$ cat src/design/glpa_pkg.sv
`default_nettype none

package glpa_pkg;

  // Field widths fixed by the pixel stream format
  localparam int COL_W   = 7;
  localparam int PIX_W   = 8;
  localparam int ANGLE_W = 15;
  localparam int MAG_W   = 14;
  localparam int STAT_W  = 2;

  // Index compare width, wide enough for the largest frame side
  localparam int SIDE_W = 11;

  // Frame side and angle lookup geometry
  localparam int IMAGE_SIDE_DEF = 128;
  localparam int TAB_DEPTH      = 1 << COL_W;
  localparam int ANGLE_MAX      = 12868;
  localparam int CORDIC_STEPS   = 24;

  // Result status codes
  typedef enum logic [STAT_W-1:0] {
    STAT_OK        = 2'd0,
    STAT_NOT_FOUND = 2'd1,
    STAT_MULTI     = 2'd2
  } status_t;

  // Row scan view after the current item
  typedef struct packed {
    logic             near_found;
    logic             near_multi;
    logic [COL_W-1:0] near_col;
    logic             far_found;
    logic             far_multi;
    logic [COL_W-1:0] far_col;
  } scan_t;

  // atan(2^-i) in Q24 radians
  localparam longint ATAN_TAB [CORDIC_STEPS] = '{
    64'd13176795, 64'd7778716, 64'd4110060, 64'd2086331, 64'd1047214, 64'd524117,
    64'd262123, 64'd131069, 64'd65536, 64'd32768, 64'd16384, 64'd8192,
    64'd4096, 64'd2048, 64'd1024, 64'd512, 64'd256, 64'd128,
    64'd64, 64'd32, 64'd16, 64'd8, 64'd4, 64'd2
  };

  // Q14 magnitude of atan(mag / (side-1)), evaluated while building the table
  function automatic logic [MAG_W-1:0] angle_mag(input int mag, input int side);
    longint x;
    longint y;
    longint z;
    longint nx;
    longint ny;
    z = 0;
    x = longint'(side - 1) <<< 20;
    y = longint'(mag) <<< 20;
    if (mag == 0) begin
      return '0;
    end
    for (int i = 0; i < CORDIC_STEPS; i++) begin
      if (y >= 0) begin
        nx = x + (y >>> i);
        ny = y - (x >>> i);
        z  = z + ATAN_TAB[i];
      end else begin
        nx = x - (y >>> i);
        ny = y + (x >>> i);
        z  = z - ATAN_TAB[i];
      end
      x = nx;
      y = ny;
    end
    if (z < 0) begin
      z = 0;
    end
    z = (z + 512) >>> 10;
    if (z > ANGLE_MAX) begin
      z = ANGLE_MAX;
    end
    return MAG_W'(z);
  endfunction

endpackage

`default_nettype wire

$ cat src/design/glpa_scan.sv
`default_nettype none

module glpa_scan
  import glpa_pkg::*;
#(
  parameter int IMAGE_SIDE = IMAGE_SIDE_DEF
) (
  input  wire logic             clk,
  input  wire logic             rst,
  input  wire logic             step,
  input  wire logic [COL_W-1:0] row,
  input  wire logic [COL_W-1:0] col,
  input  wire logic             match,
  output scan_t                 view
);

  localparam logic [SIDE_W-1:0] LAST = SIDE_W'(IMAGE_SIDE - 1);
  localparam logic [SIDE_W-1:0] SIDE = SIDE_W'(IMAGE_SIDE);

  scan_t scan;
  scan_t scan_next;
  logic  prev_match;
  logic  prev_match_next;

  logic [SIDE_W-1:0] row_w;
  logic [SIDE_W-1:0] col_w;
  logic              col_ok;
  logic              is_near;
  logic              is_far;
  logic              first_col;
  logic              prev;

  assign row_w     = {{(SIDE_W-COL_W){1'b0}}, row};
  assign col_w     = {{(SIDE_W-COL_W){1'b0}}, col};
  assign col_ok    = col_w < SIDE;
  assign is_near   = col_ok && (row == '0);
  assign is_far    = col_ok && !is_near && (row_w == LAST);
  assign first_col = (col == '0);
  assign prev      = first_col ? 1'b0 : prev_match;

  // Update the watched row: clear at column 0, mark the first run, flag a second
  always_comb begin
    scan_next       = scan;
    prev_match_next = prev_match;
    if (is_near) begin
      if (first_col) begin
        scan_next.near_found = 1'b0;
        scan_next.near_multi = 1'b0;
      end
      if (match) begin
        if (!scan_next.near_found) begin
          scan_next.near_found = 1'b1;
          scan_next.near_col   = col;
        end else if (!prev) begin
          scan_next.near_multi = 1'b1;
        end
      end
      prev_match_next = match;
    end else if (is_far) begin
      if (first_col) begin
        scan_next.far_found = 1'b0;
        scan_next.far_multi = 1'b0;
      end
      if (match) begin
        if (!scan_next.far_found) begin
          scan_next.far_found = 1'b1;
          scan_next.far_col   = col;
        end else if (!prev) begin
          scan_next.far_multi = 1'b1;
        end
      end
      prev_match_next = match;
    end
  end

  assign view = scan_next;

  // Commit the scan state when the item leaves the input register
  always_ff @(posedge clk) begin
    if (rst) begin
      scan       <= '0;
      prev_match <= 1'b0;
    end else if (step) begin
      scan       <= scan_next;
      prev_match <= prev_match_next;
    end
  end

endmodule

`default_nettype wire

$ cat src/design/glpa_angle.sv
`default_nettype none

module glpa_angle
  import glpa_pkg::*;
#(
  parameter int IMAGE_SIDE = IMAGE_SIDE_DEF
) (
  input  wire logic [COL_W-1:0]          near_col,
  input  wire logic [COL_W-1:0]          far_col,
  output logic signed [ANGLE_W-1:0]      angle
);

  logic [MAG_W-1:0] tab [TAB_DEPTH];

  // Build the arctangent table for every column offset
  for (genvar g = 0; g < TAB_DEPTH; g++) begin : g_tab
    localparam logic [MAG_W-1:0] ENTRY = angle_mag(g, IMAGE_SIDE);
    assign tab[g] = ENTRY;
  end

  logic signed [COL_W:0] diff;
  logic        [COL_W:0] neg_diff;
  logic [COL_W-1:0]      mag;
  logic [ANGLE_W-1:0]    mag_ext;

  // Look up the magnitude, then apply the sign of near minus far
  assign diff     = $signed({1'b0, near_col}) - $signed({1'b0, far_col});
  assign neg_diff = -diff;
  assign mag      = diff[COL_W] ? neg_diff[COL_W-1:0] : diff[COL_W-1:0];
  assign mag_ext  = {{(ANGLE_W-MAG_W){1'b0}}, tab[mag]};
  assign angle    = diff[COL_W] ? $signed(-mag_ext) : $signed(mag_ext);

endmodule

`default_nettype wire

$ cat src/design/guideline_position_angle_core.sv
// Channel  | Direction | Handshake              | Payload
// pixel    | in        | pix_valid / pix_stall  | row, col, pixel
// result   | out       | res_valid / res_stall  | status, near_pos, far_pos, angle
// config   | in        | cfg_valid / cfg_ready  | cfg_data (guide_color)
//
// One pixel item per cycle while pix_stall stays low. A frame result becomes valid once the
// last far-row pixel has passed through the input register, then the result register.
// Scan update, status decision and arctangent lookup sit between the two registers.
// Reset (rst, synchronous) clears the scan state, the held angle and both valids;
// guide_color returns to 255. cfg_ready is always high.
// pix_stall rises only while a result waits and the input register holds the next one.
`default_nettype none

module guideline_position_angle_core
  import glpa_pkg::*;
#(
  parameter int IMAGE_SIDE = IMAGE_SIDE_DEF
) (
  input  wire logic                     clk,
  input  wire logic                     rst,

  input  wire logic                     pix_valid,
  output logic                          pix_stall,
  input  wire logic [COL_W-1:0]         row,
  input  wire logic [COL_W-1:0]         col,
  input  wire logic [PIX_W-1:0]         pixel,

  input  wire logic                     cfg_valid,
  output logic                          cfg_ready,
  input  wire logic [PIX_W-1:0]         cfg_data,

  output logic                          res_valid,
  input  wire logic                     res_stall,
  output logic [STAT_W-1:0]             status,
  output logic [COL_W-1:0]              near_pos,
  output logic [COL_W-1:0]              far_pos,
  output logic signed [ANGLE_W-1:0]     angle
);

  localparam logic [SIDE_W-1:0] LAST = SIDE_W'(IMAGE_SIDE - 1);

  logic [PIX_W-1:0] guide_color;

  logic             s1_valid;
  logic [COL_W-1:0] s1_row;
  logic [COL_W-1:0] s1_col;
  logic [PIX_W-1:0] s1_pixel;

  logic signed [ANGLE_W-1:0] held_angle;

  logic                      s1_emit;
  logic                      advance;
  logic                      take;
  scan_t                     view;
  logic signed [ANGLE_W-1:0] new_angle;
  status_t                   stat;

  // Guide color register
  assign cfg_ready = 1'b1;

  always_ff @(posedge clk) begin
    if (rst) begin
      guide_color <= 8'hFF;
    end else if (cfg_valid && cfg_ready) begin
      guide_color <= cfg_data;
    end
  end

  // Advance the input register unless its result cannot be stored
  assign s1_emit = ({{(SIDE_W-COL_W){1'b0}}, s1_row} == LAST) &&
                   ({{(SIDE_W-COL_W){1'b0}}, s1_col} == LAST);
  assign advance   = s1_valid && (!s1_emit || !res_valid || !res_stall);
  assign pix_stall = s1_valid && !advance;
  assign take      = pix_valid && !pix_stall;

  always_ff @(posedge clk) begin
    if (rst) begin
      s1_valid <= 1'b0;
    end else if (take) begin
      s1_valid <= 1'b1;
    end else if (advance) begin
      s1_valid <= 1'b0;
    end
  end

  always_ff @(posedge clk) begin
    if (take) begin
      s1_row   <= row;
      s1_col   <= col;
      s1_pixel <= pixel;
    end
  end

  glpa_scan #(
    .IMAGE_SIDE(IMAGE_SIDE)
  ) u_scan (
    .clk   (clk),
    .rst   (rst),
    .step  (advance),
    .row   (s1_row),
    .col   (s1_col),
    .match (s1_pixel == guide_color),
    .view  (view)
  );

  glpa_angle #(
    .IMAGE_SIDE(IMAGE_SIDE)
  ) u_angle (
    .near_col (view.near_col),
    .far_col  (view.far_col),
    .angle    (new_angle)
  );

  // Multiple runs win over a missing run
  always_comb begin
    priority if (view.near_multi || view.far_multi) begin
      stat = STAT_MULTI;
    end else if (!view.near_found || !view.far_found) begin
      stat = STAT_NOT_FOUND;
    end else begin
      stat = STAT_OK;
    end
  end

  // Result register and held angle
  always_ff @(posedge clk) begin
    if (rst) begin
      res_valid  <= 1'b0;
      held_angle <= '0;
    end else if (advance && s1_emit) begin
      res_valid <= 1'b1;
      if (stat == STAT_OK) begin
        held_angle <= new_angle;
      end
    end else if (!res_stall) begin
      res_valid <= 1'b0;
    end
  end

  always_ff @(posedge clk) begin
    if (advance && s1_emit) begin
      status <= stat;
      if (stat == STAT_OK) begin
        near_pos <= view.near_col;
        far_pos  <= view.far_col;
        angle    <= new_angle;
      end else begin
        near_pos <= '0;
        far_pos  <= '0;
        angle    <= held_angle;
      end
    end
  end

  // Stall only when the input register holds an item that cannot move
  assert property (@(posedge clk) disable iff (rst)
    pix_stall |-> (s1_valid && s1_emit && res_valid && res_stall))
    else $error("pixel stall without a blocked result");

  // Error results carry zero positions and the held angle
  assert property (@(posedge clk) disable iff (rst)
    (res_valid && status != STAT_OK) |->
      (near_pos == '0 && far_pos == '0 && angle == held_angle))
    else $error("error result payload wrong");

  // An ok result is what the held angle now remembers
  assert property (@(posedge clk) disable iff (rst)
    (res_valid && status == STAT_OK) |-> (angle == held_angle))
    else $error("held angle out of step with result");

  // Angle stays within plus or minus an eighth turn
  assert property (@(posedge clk) disable iff (rst)
    res_valid |-> (angle <= ANGLE_W'(ANGLE_MAX) && angle >= -ANGLE_W'(ANGLE_MAX)))
    else $error("angle out of range");

endmodule

`default_nettype wire

$ cat config.mk
export PLATFORM = sky130hd
export DESIGN_NAME = guideline_position_angle_core
export DESIGN_NICKNAME = d
export VERILOG_FILES = /design/src/design/glpa_pkg.sv /design/src/design/glpa_scan.sv /design/src/design/glpa_angle.sv /design/src/design/guideline_position_angle_core.sv
export SDC_FILE = /design/constraint.sdc
export NUM_CORES = 1
export LEC_CHECK = 0
export BUFFER_PORTS_ARGS = -buffer_cell sky130_fd_sc_hd__buf_4
export CAP_MARGIN = 40
export CORE_MARGIN = 2
export CORE_UTILIZATION = 30
export DETAILED_ROUTE_END_ITERATION = 12
export SLEW_MARGIN = 30
export SYNTH_ARGS = -nofsm -noshare
export SYNTH_HDL_FRONTEND = slang
export SYNTH_SLANG_ARGS = --single-unit
$ cat constraint.sdc
create_clock -name clk -period 11.85 [get_ports clk]
set_input_delay 1.7775 -clock clk [delete_from_list [all_inputs] [get_ports clk]]
set_output_delay 1.7775 -clock clk [all_outputs]
set_load 0.01 [all_outputs]
==> flow_metrics.py <==
metrics = {
    "yosys": {
        "yosys.area.top_type_share_pct": 19.97,
        "yosysSeqAreaShare_pct": 31.02,
        "synth_edf_count": 53,
        "syn_inst": 951,
        "syn_area_um2": 7970,
        "syn_area_per_cell_um2": 8.381,
        "yosysWarnings": 0,
        "ys_top_cells_by_area": "edfxtp_1, dfxtp_1, nor2_1",
        "synthArstFlopShare_pct": 0,
        "syn-num-nets": 1011,
        "synth.most_common_cell": "nor2_1",
        "synth_common_cells": "nor2_1, nand2_1, a21oi_1",
        "synth_flop_cell": "edfxtp_1",
        "ys_ff_latch": 97,
        "synth_largest_area_cell": "edfxtp_1",
        "synth_cell_types": 97,
    },
    "sta": {
        "finClkSkew_ps": 6.823,
        "hold_slack_ps": 466.9,
        "timing.fmax_mhz": 105.5,
        "tns_ps": 0,
        "finalSetupViolations": 0,
        "min_period_ps": 9475,
        "fin_crit_sh_pct": 79.95,
        "grt_setup_unrepaired": "no",
        "hold_viol": 0,
        "tightest_slew_ps": 872.2,
        "relSlewSlack_pct": 41.44,
        "final_max_slew_viol_count": 0,
    },
    "drt": {
        "wire_per_inst_um": 21.38,
        "detail-route-antenna-nets": 0,
        "vias": 8079,
        "drc": 0,
        "dr.pass1.iters": 7,
        "drt_wl_total_um": 28180,
        "vias_per_cell": 6.130,
        "dr.first_iter.drc_count": 1050,
    },
    "cts": {
        "clockBufferDepth": 2,
        "clk-insertion-delay-late_ps": 340,
        "clkTransAtPathRegs_ps": 70,
        "post_cts_buffers": 0,
        "root_buffer": "clkbuf_16",
        "cts_resized": 0,
        "htree_levels": 3,
        "cts_buffers": 9,
        "cts_tree": "built",
        "cts.sinks": 97,
        "ctsHoldBuffers": 0,
    },
    "die": {
        "chipWidth_um": 167.0,
        "io_pins": 69,
        "die_y_um": 167.0,
        "fp.dieArea_um2": 27890,
        "core.rowCount": 59,
        "start_util_pct": 30.59,
        "core_um2": 26060,
    },
    "finish": {
        "drive_above_1_share_pct": 14.95,
        "antenna_cells": 0,
        "syn2layout_area_growth_pct": 14.08,
        "final_area_um2": 9092,
        "post-route-util_pct": 34.89,
        "fin_nets": 1038,
    },
    "critical_path": {
        "cp_max_fo": 34,
        "critPathLaunchType": "flop",
        "worstSetupPathType": "reg2reg",
        "arrival_ps": 9560,
        "cp.required_ps": 11940,
        "r2r_cells": 24,
        "cp-end-kind": "flop",
    },
    "placed_design": {
        "dp_hpwl_um": 20200,
        "placed_area_um2": 8781,
        "gp_congestion": 1.067,
        "port_buffers": 67,
    },
    "power": {
        "total_leakage_power_nw": 3.373,
        "power_density_nw_per_um2": 234.6,
        "max-vdd-ir-drop_uv": 76.04,
    },
    "status": {
        "status": "completed",
    },
    "min_path": {
        "min_path_cells": 2,
        "hold_class": "reg2reg",
    },
    "grt": {
        "grt_usage_pct": 19.56,
        "grt-ovfl-total": 0,
        "grt_pass1_wl_um": 43710,
        "grt_start_max_net_pins": 51,
        "grt_pass1_vias": 7437,
        "antenna_found_initial": 0,
    },
    "flow_run": {
        "max_cap_violations": 0,
    },
}
==> cells by family after synthesis <==
logic type,Yosys count,synth area share (%)
and+or+nand+nor,325,20.16
adders and majority gates,25,4.019
xor gates and xnor gates,26,3.626
AOI/OAI and AO/OA,337,30.41
DFF,97,31.02
other,1,0.04705
muxes,38,5.212
buffers and inverters,102,5.510
==> layout make-up <==
class	instances	area, um2
Fill cell	2669	16970
Multi-Input combinational cell	752	5124
Sequential cell	97	2472
Timing Repair Buffer	87	676.9
Tap cell	335	419.2
Clock buffer	12	246.5
Inverter	31	116.4
Clock inverter	4	37.54
==> flip-flops by register name, summed over array words and instances (netlist names) <==
name / cells
res_valid: 1
s1_valid: 1
s1_col: 7
near_pos: 7
guide_color: 8
far_pos: 7
status: 2
angle: 15
held_angle: 15
s1_pixel: 8
u_scan.prev_match: 1
s1_row: 7
u_scan.scan: 18
==> metal layers <==
metal  share of wire [%]  wire length (um)  track usage, %  up-vias
li1                    -                 -               -     3695
met1                  43             12010           26.44     3830
met2                  44             12430           29.95      459
met3                 9.2              2586           4.420       95
met4                 4.1              1159           8.358        0
met5                   0                 0               0        -
==> cell usage in the layout (no fill, tap or decap), types with 13 or more instances in the layout <==
cell | Yosys | final
a21oi_1 | 62 | 62
nor3_1 | 25 | 25
o211ai_1 | 16 | 16
a22oi_1 | 13 | 13
inv_1 | 30 | 30
mux2i_1 | 31 | 31
xnor2_1 | 17 | 15
buf_4 | 5 | 82
dfxtp_1 | 44 | 44
nand3_1 | 29 | 29
o21ai_0 | 58 | 58
a211oi_1 | 32 | 32
ha_1 | 24 | 24
nor2_1 | 94 | 92
edfxtp_1 | 53 | 53
nand2_1 | 77 | 77
nor2b_1 | 17 | 17
a211o_1 | 14 | 14
==> per-stage QoR <==
step           std cells  power (mW)  setup slack, ps
3_5_place_dp        1301       1.794             2689
4_1_cts             1317       2.078             2643
6_report            1318       2.133             2375
3_3_place_gp        1297       1.805             2314
5_1_grt             1318       2.236             1895
2_1_floorplan        951       1.386             4380
==> worst max-delay path: stages (launching register included) <==
cell and delay [ps]:
edfxtp_1 430, or4_1 530, nor4_1 630, inv_1 130, a21o_1 360, mux2i_1 450
ha_1 260, inv_1 60, fa_1 810, inv_1 200, ha_1 470, a2111oi_2 540
a22oi_4 240, xnor2_4 550, buf_8 230, inv_2 270, ha_1 440, or3_1 460
o311ai_0 120, o21ai_0 180, a2111o_1 480, a22oi_1 560, nand4_1 290, and3_1 270
o31a_1 230
==> final timing paths <==
path                                        start                end  slack [ps]
worst min register to register  u_scan.prev_match  u_scan.prev_match         470
worst max register to register          s1_col[2]          angle[11]        2380
worst max-delay path                    s1_col[2]          angle[11]        2380
worst min-delay path            u_scan.prev_match  u_scan.prev_match         470
==> where the power goes <==
group	total, mW	switching, mW	internal [mW]
clock	0.275	0.124	0.151
combinational	1.49	1.00	0.483
sequential	0.371	0.00687	0.364
total	2.13	1.14	0.998
No activity file was read; power rests on OpenSTA's default activity.
